File: config.mk
export PLATFORM = sky130hd
export DESIGN_NAME = scaled_rotated_blit_address_gen_unit
export DESIGN_NICKNAME = d
export VERILOG_FILES = /design/src/rtl/srbag_pkg.sv /design/src/rtl/scaled_rotated_blit_address_gen_unit.sv
export SDC_FILE = /design/constraint.sdc
export NUM_CORES = 2
export LEC_CHECK = 0
export BUFFER_PORTS_ARGS = -buffer_cell sky130_fd_sc_hd__buf_2
export CORE_ASPECT_RATIO = 0.9
export CORE_MARGIN = 1.5
export CORE_UTILIZATION = 40
export DETAILED_ROUTE_END_ITERATION = 8
export GPL_TIMING_DRIVEN = 0
export PLACE_DENSITY = 0.6
export SLEW_MARGIN = 40
export SYNTH_ARGS = -nofsm -noshare
export SYNTH_HDL_FRONTEND = slang
export SYNTH_SLANG_ARGS = --single-unit
File: constraint.sdc
create_clock -name aclk -period 9 [get_ports aclk]
set_input_delay 0.45 -clock aclk [delete_from_list [all_inputs] [get_ports aclk]]
set_output_delay 0.45 -clock aclk [all_outputs]
set_load 0.01 [all_outputs]
File: src/rtl/srbag_pkg.sv
package srbag_pkg;

    // Field widths
    localparam int CORNER_W  = 12;
    localparam int INDEX_W   = 14;
    localparam int SRC_OFF_W = 26;
    localparam int DST_OFF_W = 28;

    // Register widths and port geometry
    localparam int ORIENT_W  = 2;
    localparam int SCALE_W   = 3;
    localparam int BPP_W     = 3;
    localparam int SPITCH_W  = 14;
    localparam int DPITCH_W  = 16;
    localparam int PANEL_W   = 15;
    localparam int CFG_IDX_W = 3;
    localparam int CFG_DAT_W = 16;

    localparam int S_TDATA_W = 80;
    localparam int M_TDATA_W = 56;
    localparam int M_TUSER_W = 1;

    // Internal datapath widths
    localparam int STEP_W  = 17;                    // 1.16 step, at most 1.0
    localparam int SPAN_W  = CORNER_W + SCALE_W;    // scaled span
    localparam int PROD_W  = INDEX_W + STEP_W;      // index times step
    localparam int FIX_W   = 32;                    // 16.16 source coordinate
    localparam int COORD_W = 16;                    // destination x or y

    localparam int MAX_DIM_DEFAULT = 4096;

    // Register reset values
    localparam logic [SCALE_W-1:0] SCALE_RST = 3'd1;
    localparam logic [BPP_W-1:0]   BPP_RST   = 3'd4;
    localparam logic [PANEL_W-1:0] PANEL_RST = 15'd1;

    typedef enum logic [ORIENT_W-1:0] {
        ORIENT_NORMAL = 2'd0,
        ORIENT_CCW    = 2'd1,
        ORIENT_CW     = 2'd2,
        ORIENT_RSVD   = 2'd3
    } orient_t;

    typedef enum logic [CFG_IDX_W-1:0] {
        REG_ORIENT  = 3'd0,
        REG_SCALE   = 3'd1,
        REG_BPP     = 3'd2,
        REG_SPITCH  = 3'd3,
        REG_DPITCH  = 3'd4,
        REG_PANEL_W = 3'd5,
        REG_PANEL_H = 3'd6
    } reg_idx_t;

    // 65536 / scale; the source span cancels out of the step
    function automatic logic [STEP_W-1:0] step_lut(input logic [SCALE_W-1:0] scale);
        logic [STEP_W-1:0] step;
        begin
            unique case (scale)
                3'd1:    step = 17'd65536;
                3'd2:    step = 17'd32768;
                3'd3:    step = 17'd21845;
                3'd4:    step = 17'd16384;
                3'd5:    step = 17'd13107;
                3'd6:    step = 17'd10922;
                3'd7:    step = 17'd9362;
                default: step = 17'd0;
            endcase
            return step;
        end
    endfunction

endpackage

File: src/rtl/scaled_rotated_blit_address_gen_unit.sv
// Nearest-neighbour scale and rotate-by-90 blit address generator.
// Configuration is loaded through cfg_wr_en / cfg_index / cfg_wdata; the user must
// load it only while no item is in flight (not enforced by the block). Each
// write lands at the clock edge where cfg_wr_en is high. The input stream carries
// one dirty source rectangle and one destination pixel index per transfer; the
// output stream returns one result per input: copy flag on m_tuser and the source
// and destination byte offsets on m_tdata. An item passes from input transfer to
// m_tvalid through four pipeline stages (corner ordering, step multiply,
// coordinate and mirror, offset multiplies) and the output register that adds the
// offset terms. Throughput is one item per clock unless stalled; each stage holds
// its own valid bit, so the input keeps taking items while some stage downstream
// has room, and a result waiting in the output register holds back only the full
// stages behind it. When the receiver stalls, the result holds on m_tdata/m_tuser
// and the pipe fills up; s_tready drops only once every stage is full.
// Synchronous reset (aresetn low) empties the pipe and loads the register
// defaults: normal orientation, scale 1, 4 bytes per pixel, pitches 0,
// panel size 1. No clearing pass is needed.
module scaled_rotated_blit_address_gen_unit #(
    parameter int MAX_DIM = srbag_pkg::MAX_DIM_DEFAULT
) (
    input  logic                             aclk,
    input  logic                             aresetn,
    // configuration write port
    input  logic                             cfg_wr_en,
    input  logic [srbag_pkg::CFG_IDX_W-1:0]  cfg_index,
    input  logic [srbag_pkg::CFG_DAT_W-1:0]  cfg_wdata,
    // input stream
    input  logic                             s_tvalid,
    output logic                             s_tready,
    // rect_x1, rect_y1, rect_x2, rect_y2, col_index, row_index, zero pad
    input  logic [srbag_pkg::S_TDATA_W-1:0]  s_tdata,
    // result stream
    output logic                             m_tvalid,
    input  logic                             m_tready,
    // src_offset, dst_offset, zero pad
    output logic [srbag_pkg::M_TDATA_W-1:0]  m_tdata,
    // copy
    output logic [srbag_pkg::M_TUSER_W-1:0]  m_tuser
);
    import srbag_pkg::*;

    localparam int CLAMP_INT = (MAX_DIM > (1 << CORNER_W) - 1) ? (1 << CORNER_W) - 1 : MAX_DIM;
    localparam logic [CORNER_W-1:0] CLAMP_MAX = CORNER_W'(CLAMP_INT);

    // Configuration registers
    orient_t                orientation_reg;
    logic [SCALE_W-1:0]     scale_reg;
    logic [BPP_W-1:0]       bpp_reg;
    logic [SPITCH_W-1:0]    src_pitch_reg;
    logic [DPITCH_W-1:0]    dst_pitch_reg;
    logic [PANEL_W-1:0]     panel_w_reg;
    logic [PANEL_W-1:0]     panel_h_reg;

    always_ff @(posedge aclk) begin
        if (!aresetn) begin
            orientation_reg <= ORIENT_NORMAL;
            scale_reg       <= SCALE_RST;
            bpp_reg         <= BPP_RST;
            src_pitch_reg   <= '0;
            dst_pitch_reg   <= '0;
            panel_w_reg     <= PANEL_RST;
            panel_h_reg     <= PANEL_RST;
        end else if (cfg_wr_en) begin
            unique case (reg_idx_t'(cfg_index))
                REG_ORIENT:  orientation_reg <= orient_t'(cfg_wdata[ORIENT_W-1:0]);
                REG_SCALE:   scale_reg       <= cfg_wdata[SCALE_W-1:0];
                REG_BPP:     bpp_reg         <= cfg_wdata[BPP_W-1:0];
                REG_SPITCH:  src_pitch_reg   <= cfg_wdata[SPITCH_W-1:0];
                REG_DPITCH:  dst_pitch_reg   <= cfg_wdata[DPITCH_W-1:0];
                REG_PANEL_W: panel_w_reg     <= cfg_wdata[PANEL_W-1:0];
                REG_PANEL_H: panel_h_reg     <= cfg_wdata[PANEL_W-1:0];
                default:     ;
            endcase
        end
    end

    // Reserved orientation code acts as normal
    orient_t orient_eff;
    assign orient_eff = (orientation_reg == ORIENT_RSVD) ? ORIENT_NORMAL : orientation_reg;

    // Stage handshake: a stage loads when it is empty or its successor loads
    logic v1_reg, v2_reg, v3_reg, v4_reg, m_tvalid_reg;
    logic rdy_out, rdy4, rdy3, rdy2, rdy1;

    assign rdy_out  = !m_tvalid_reg || m_tready;
    assign rdy4     = !v4_reg || rdy_out;
    assign rdy3     = !v3_reg || rdy4;
    assign rdy2     = !v2_reg || rdy3;
    assign rdy1     = !v1_reg || rdy2;
    assign s_tready = rdy1;

    always_ff @(posedge aclk) begin
        if (!aresetn) begin
            v1_reg       <= 1'b0;
            v2_reg       <= 1'b0;
            v3_reg       <= 1'b0;
            v4_reg       <= 1'b0;
            m_tvalid_reg <= 1'b0;
        end else begin
            if (rdy1)    v1_reg       <= s_tvalid;
            if (rdy2)    v2_reg       <= v1_reg;
            if (rdy3)    v3_reg       <= v2_reg;
            if (rdy4)    v4_reg       <= v3_reg;
            if (rdy_out) m_tvalid_reg <= v4_reg;
        end
    end

    // ---------------- Stage 1: clamp and order corners ----------------
    logic [CORNER_W-1:0] ax, ay, bx, by;
    logic [CORNER_W-1:0] lx_next, ly_next, spx_next, spy_next;
    logic [CORNER_W-1:0] lx1_reg, ly1_reg, spx1_reg, spy1_reg;
    logic [INDEX_W-1:0]  col1_reg, row1_reg;

    always_comb begin
        ax = s_tdata[11:0];
        ay = s_tdata[23:12];
        bx = s_tdata[35:24];
        by = s_tdata[47:36];
        if (ax > CLAMP_MAX) ax = CLAMP_MAX;
        if (ay > CLAMP_MAX) ay = CLAMP_MAX;
        if (bx > CLAMP_MAX) bx = CLAMP_MAX;
        if (by > CLAMP_MAX) by = CLAMP_MAX;
        lx_next  = (ax < bx) ? ax : bx;
        ly_next  = (ay < by) ? ay : by;
        spx_next = (ax < bx) ? (bx - ax) : (ax - bx);
        spy_next = (ay < by) ? (by - ay) : (ay - by);
    end

    always_ff @(posedge aclk) begin
        if (rdy1) begin
            lx1_reg  <= lx_next;
            ly1_reg  <= ly_next;
            spx1_reg <= spx_next;
            spy1_reg <= spy_next;
            col1_reg <= s_tdata[61:48];
            row1_reg <= s_tdata[75:62];
        end
    end

    // ---------------- Stage 2: range check, step multiply, dest coords ----------------
    logic [SPAN_W-1:0]  spanw, spanh;
    logic [STEP_W-1:0]  step;
    logic [PROD_W-1:0]  pu_next, pv_next;
    logic [COORD_W-1:0] px_next, py_next;
    logic               go_next;
    logic [CORNER_W-1:0] lx2_reg, ly2_reg;
    logic [PROD_W-1:0]  pu2_reg, pv2_reg;
    logic [COORD_W-1:0] px2_reg, py2_reg;
    logic               go2_reg;

    always_comb begin
        spanw   = SPAN_W'(spx1_reg) * SPAN_W'(scale_reg);
        spanh   = SPAN_W'(spy1_reg) * SPAN_W'(scale_reg);
        step    = step_lut(scale_reg);
        pu_next = PROD_W'(col1_reg) * PROD_W'(step);
        pv_next = PROD_W'(row1_reg) * PROD_W'(step);
        px_next = COORD_W'(lx1_reg) * COORD_W'(scale_reg) + COORD_W'(col1_reg);
        py_next = COORD_W'(ly1_reg) * COORD_W'(scale_reg) + COORD_W'(row1_reg);
        // drop normal copies at unit scale and indexes outside the rectangle
        go_next = (SPAN_W'(col1_reg) < spanw) && (SPAN_W'(row1_reg) < spanh)
                  && !((orient_eff == ORIENT_NORMAL) && (scale_reg == SCALE_RST));
    end

    always_ff @(posedge aclk) begin
        if (rdy2) begin
            lx2_reg <= lx1_reg;
            ly2_reg <= ly1_reg;
            pu2_reg <= pu_next;
            pv2_reg <= pv_next;
            px2_reg <= px_next;
            py2_reg <= py_next;
            go2_reg <= go_next;
        end
    end

    // ---------------- Stage 3: source coords, mirroring ----------------
    logic [FIX_W-1:0]   fx, fy;
    logic [COORD_W-1:0] row_term_next, col_term_next;
    logic               off_panel;
    logic [COORD_W-1:0] sx3_reg, sy3_reg, row3_reg, col3_reg;
    logic               copy3_reg;

    always_comb begin
        fx = {FIX_W'(lx2_reg)} << 16;
        fy = {FIX_W'(ly2_reg)} << 16;
        fx = fx + FIX_W'(pu2_reg);
        fy = fy + FIX_W'(pv2_reg);
        off_panel = 1'b0;
        unique case (orient_eff)
            ORIENT_CCW: begin
                off_panel     = px2_reg >= COORD_W'(panel_h_reg);
                row_term_next = COORD_W'(panel_h_reg) - COORD_W'(1) - px2_reg;
                col_term_next = py2_reg;
            end
            ORIENT_CW: begin
                off_panel     = py2_reg >= COORD_W'(panel_w_reg);
                row_term_next = px2_reg;
                col_term_next = COORD_W'(panel_w_reg) - COORD_W'(1) - py2_reg;
            end
            default: begin
                row_term_next = py2_reg;
                col_term_next = px2_reg;
            end
        endcase
    end

    always_ff @(posedge aclk) begin
        if (rdy3) begin
            sx3_reg   <= fx[FIX_W-1:16];
            sy3_reg   <= fy[FIX_W-1:16];
            row3_reg  <= row_term_next;
            col3_reg  <= col_term_next;
            copy3_reg <= go2_reg && !off_panel;
        end
    end

    // ---------------- Stage 4: offset term multiplies ----------------
    localparam int SROW_W = COORD_W + SPITCH_W;
    localparam int DROW_W = COORD_W + DPITCH_W;
    localparam int BCOL_W = COORD_W + BPP_W;

    logic [SROW_W-1:0] srow4_reg;
    logic [BCOL_W-1:0] scol4_reg, dcol4_reg;
    logic [DROW_W-1:0] drow4_reg;
    logic              copy4_reg;

    always_ff @(posedge aclk) begin
        if (rdy4) begin
            srow4_reg <= SROW_W'(sy3_reg) * SROW_W'(src_pitch_reg);
            scol4_reg <= BCOL_W'(sx3_reg) * BCOL_W'(bpp_reg);
            drow4_reg <= DROW_W'(row3_reg) * DROW_W'(dst_pitch_reg);
            dcol4_reg <= BCOL_W'(col3_reg) * BCOL_W'(bpp_reg);
            copy4_reg <= copy3_reg;
        end
    end

    // ---------------- Output register: add terms, zero on no copy ----------------
    logic [SROW_W-1:0]    soff_sum;
    logic [DROW_W-1:0]    doff_sum;
    logic [SRC_OFF_W-1:0] soff_next;
    logic [DST_OFF_W-1:0] doff_next;
    logic [SRC_OFF_W-1:0] soff_reg;
    logic [DST_OFF_W-1:0] doff_reg;
    logic                 copy_reg;

    always_comb begin
        soff_sum  = srow4_reg + SROW_W'(scol4_reg);
        doff_sum  = drow4_reg + DROW_W'(dcol4_reg);
        soff_next = copy4_reg ? soff_sum[SRC_OFF_W-1:0] : '0;
        doff_next = copy4_reg ? doff_sum[DST_OFF_W-1:0] : '0;
    end

    always_ff @(posedge aclk) begin
        if (rdy_out) begin
            soff_reg <= soff_next;
            doff_reg <= doff_next;
            copy_reg <= copy4_reg;
        end
    end

    assign m_tvalid = m_tvalid_reg;
    assign m_tdata  = {{(M_TDATA_W - SRC_OFF_W - DST_OFF_W){1'b0}}, doff_reg, soff_reg};
    assign m_tuser  = copy_reg;

endmodule

==> results.md <==
| Item | Reported | Unit |
|---|---|---|
| Pwr/cell area | 140 | mW/mm^2 |
| Clock sink count | 449 | - |
| Initial core utilization | 0.403 | - |
| Highest clock frequency the design can meet | 0.117 | GHz |
| Number of nets with antenna violations after routing | 0 | - |
| Total instance count after detailed placement | 8,221 | - |
| Worst-case headroom to the max-slew limit | 0.373 | - |
| Asr flop ratio synth | 0 | - |
| Vertical extent of the die | 364 | um |
| Top library cells by usage in the layout, fill and taps aside | sky130_fd_sc_hd__inv_1, sky130_fd_sc_hd__nand2_1, sky130_fd_sc_hd__fa_1, sky130_fd_sc_hd__ha_1, sky130_fd_sc_hd__and2_1 | - |
| Critical path launch point | scale_reg[0]$_SDFFE_PN1P_ | - |
| Final-stage net count | 7,907 | - |
| Worst setup EP type | flop | - |
| Worst min path class | input pin to flop | - |
| Crit path launch type | flop | - |
| Switch Pwr | 3.47 | mW |
| Post-synthesis cell count | 6,113 | - |
| Actual transition at the worst max-transition pin | 0.934 | ns |
| Tot GR Track Use | 0.213 | - |
| Residual overflow from global routing | 0 | - |
| VDD IR max | 0.000142 | V |
| Cell area after placement | 0.0614 | mm^2 |
| Number of vias in the routed layout | 41.7k | - |
| Capture instance of the worst register-to-register path | pu2_reg[30]$_DFFE_PP_ | - |
| Count of synthesis-stage warnings from yosys | 0 | - |
| Post-CTS setup-driven buffer insertion count | 0 | - |
| Power after layout | 8.85 | mW |
| Number of buffers created by CTS | 52 | - |
| Site Rows | 132 | - |
| Count of max-cap constraint violations | 0 | - |
| Highest-utilization routing layer at the global route stage | met2 | - |
| Final Max Slew Viols | 0 | - |
| Min Tclk post-route | 8.55 | ns |
| CTS tree | done | - |
| Met3 capacity usage during global routing | 0.0333 | - |
| DRC Markers | 0 | - |
| RSZ-0062 raised after global routing | false | - |
| First-pass GRT wire length | 243 | mm |
| Post-synthesis sequential area ratio | 0.220 | - |
| Worst slack, placed | 0.117 | ns |
| Total wire length after detailed routing | 155 | mm |
| Final weighted congestion in routability-driven placement | 0.944 | - |
| CP required | 9.39 | ns |
| DRT iter0 DRCs | 2,916 | - |
| Final worst-path setup slack | 0.454 | ns |
| Number of antenna violations at the first check in global routing | 24 | - |
| Sequential share of power | 0.366 | - |
| Most numerous cell on the critical path | sky130_fd_sc_hd__fa_1 | - |
| Routed vias/inst | 4.99 | - |
| Worst Clk Skew | 0.0449 | ns |
| Half-perimeter wire length after detailed placement | 130 | mm |
| Maximum number of pins on one net before global-route repair | 48 | - |
| Floorplan die area | 0.147 | mm^2 |
| Internal power | 5.38 | mW |
| Portion of total power attributed to combinational logic | 0.398 | - |
| Summed negative setup slack over all endpoints | 0 | ns |
| Endpoint of the worst setup timing path | pu2_reg[30]$_DFFE_PP_ | - |
| Core region area | 0.144 | mm^2 |
| Signed area change from the synthesized netlist to the final layout | 9.36 | % |
| Fraction of power spent switching nets | 0.392 | - |
| Flop and latch count out of synthesis | 449 | - |
| Setup violators final | 0 | - |
| CTS HTree Levels | 2 | - |
| Vias in the first global route | 42.7k | - |
| Kind of critical path | flop to flop | - |
| Unique masters post-synth | 81 | - |
| Routed wirelength normalized by instance count | 18.5 | um |
| IO buf count | 155 | - |
| Non-Filler Cell Area, Final | 0.0633 | mm^2 |
| CP max stage cell | sky130_fd_sc_hd__dfxtp_1 | - |
| Clock group share of total power | 0.236 | - |
| Largest driver fanout on the critical path | 10 | - |
| Period Utilization, post-route | 0.950 | - |
| Commonest register cell after synthesis | sky130_fd_sc_hd__edfxtp_1 | - |
| Hold Fails Final Rpt | 0 | - |
| Cell chosen for the clock root | sky130_fd_sc_hd__clkbuf_16 | - |
| Area of the mapped netlist | 0.0579 | mm^2 |
| GR met2 Demand/Resource | 0.346 | - |
| Leak pwr | 31.2 | nW |
| Clk pin slew, worst setup/hold paths | 0.07 | ns |
| Critical register-to-register path startpoint | scale_reg[0]$_SDFFE_PN1P_ | - |
| Proportion of layout cells with a drive suffix above 1 | 0.0503 | - |
| First-pass DRT Iterations | 6 | - |
| Status | complete, no violations | - |
| Maximum single-stage delay on the critical path | 0.71 | ns |
| Commonest non-fill, non-tap cell in the layout | sky130_fd_sc_hd__inv_1 | - |
| Final non-filler cell total | 8,352 | - |
| Arrival time reported for the critical path endpoint | 8.94 | ns |
| Number of synthesized flops with an enable pin | 376 | - |
| Maximum count of clock buffers along a single path | 3 | - |
| Number of cells traversed by the worst register-to-register path | 27 | - |
| Setup slack of the worst register-to-register path | 0.45 | ns |
| Die width | 404 | um |
| Average cell area after synthesis | 9.47 | um^2 |
| Met1 usage | 0.299 | - |
| # fillers | 13.9k | - |
| Later-pin clock latency in the skew report | 0.65 | ns |
| Top-Level Pins | 163 | - |
-- timing repair --
action / CTS / global route
hold endpoints to repair: 26 / 0
resized for setup: 0 / 9
hold buffers: 26 / 0
setup endpoints to repair: 0 / 13
-- how the worst min path moves through the flow --
stage	start	end	slack, ns	cells after the start
after CTS	s_tdata[63]	row1_reg[1]$_DFFE_PP_	0.05	1
after global routing	s_tdata[63]	row1_reg[1]$_DFFE_PP_	0.06	1
final	s_tdata[63]	row1_reg[1]$_DFFE_PP_	0.10	1
after global placement	v3_reg$_SDFFE_PN0P_	v4_reg$_SDFFE_PN0P_	0.46	2
after floorplan	copy3_reg$_DFFE_PP_	copy4_reg$_DFFE_PP_	0.40	0
after detailed placement	v3_reg$_SDFFE_PN0P_	v4_reg$_SDFFE_PN0P_	0.49	2
-- layout make-up --
class	count	area, um^2	area share
Clock buffer	78	1510	0.0238
Sequential cell	449	12800	0.201
Tap cell	1943	2430	0.0384
Clock inverter	19	184	0.00290
Buffer	260	1010	0.0159
Inverter	1164	4370	0.0691
Multi-Input combinational cell	4241	39900	0.629
Timing Repair Buffer	190	1210	0.0191
Antenna cell	8	20.0	0.000316
-- Yosys cell counts, drive strengths merged (20+ instances only) --
master | count | area [um^2]
a21boi | 77 | 578
nor2b | 60 | 375
o21ai | 154 | 775
fa | 789 | 15800
mux2i | 21 | 210
nor2 | 212 | 796
o21bai | 31 | 233
dfxtp | 73 | 1460
xor2 | 72 | 631
clkbuf | 240 | 901
a21o | 85 | 638
edfxtp | 376 | 11300
nand2b | 38 | 238
ha | 656 | 8210
o21a | 22 | 165
buf | 20 | 93.8
nand3 | 47 | 235
inv | 1164 | 4370
nand2 | 847 | 3180
xnor2 | 177 | 1550
and2 | 396 | 2480
a221oi | 25 | 231
and3 | 43 | 269
nor3 | 49 | 245
or2 | 23 | 144
a21oi | 198 | 1000
-- stage by stage --
step                utilization  hold WS, ns
floorplan                     -        0.400
global placement          0.425        0.460
detailed placement        0.427        0.488
CTS                       0.440       0.0457
global route              0.440       0.0624
finish                    0.440        0.104
-- metal layers --
layer  wire length (um)  part of all wire
met3              10700             0.069
met5                 72           0.00047
met2              70100              0.45
met4               3600             0.023
met1              70400              0.45
-- critical path: cells and delay by family (launching register included) --
kind	cells	cell delay, ns
adder cells (fa/ha/maj)	7	3.10
AND/OR/NAND/NOR	7	1.62
AO/OA/AOI/OAI	6	1.40
buffers and inverters	6	1.30
flip-flops	1	0.71
XOR/XNOR	1	0.13
-- power by group through the flow --
stage | sequential [mW] | clock (mW) | combinational, mW
floorplan | 3.03 | 0 | 2.52
global placement | 3.27 | 0 | 3.42
detailed placement | 3.28 | 0 | 3.47
CTS | 3.24 | 2.15 | 3.51
global route | 3.28 | 2.23 | 3.96
finish | 3.24 | 2.09 | 3.52
-- logic make-up after synthesis --
family          Yosys count  synth area share
xor+xnor                249            0.0377
buf+inv                1424            0.0926
other cells               1         0.0000647
fa+ha+maj              1445             0.414
flops                   449             0.220
compound gates          753            0.0870
simple gates           1767             0.144
mux                      25           0.00441
No activity file was read; power rests on OpenSTA's default activity.
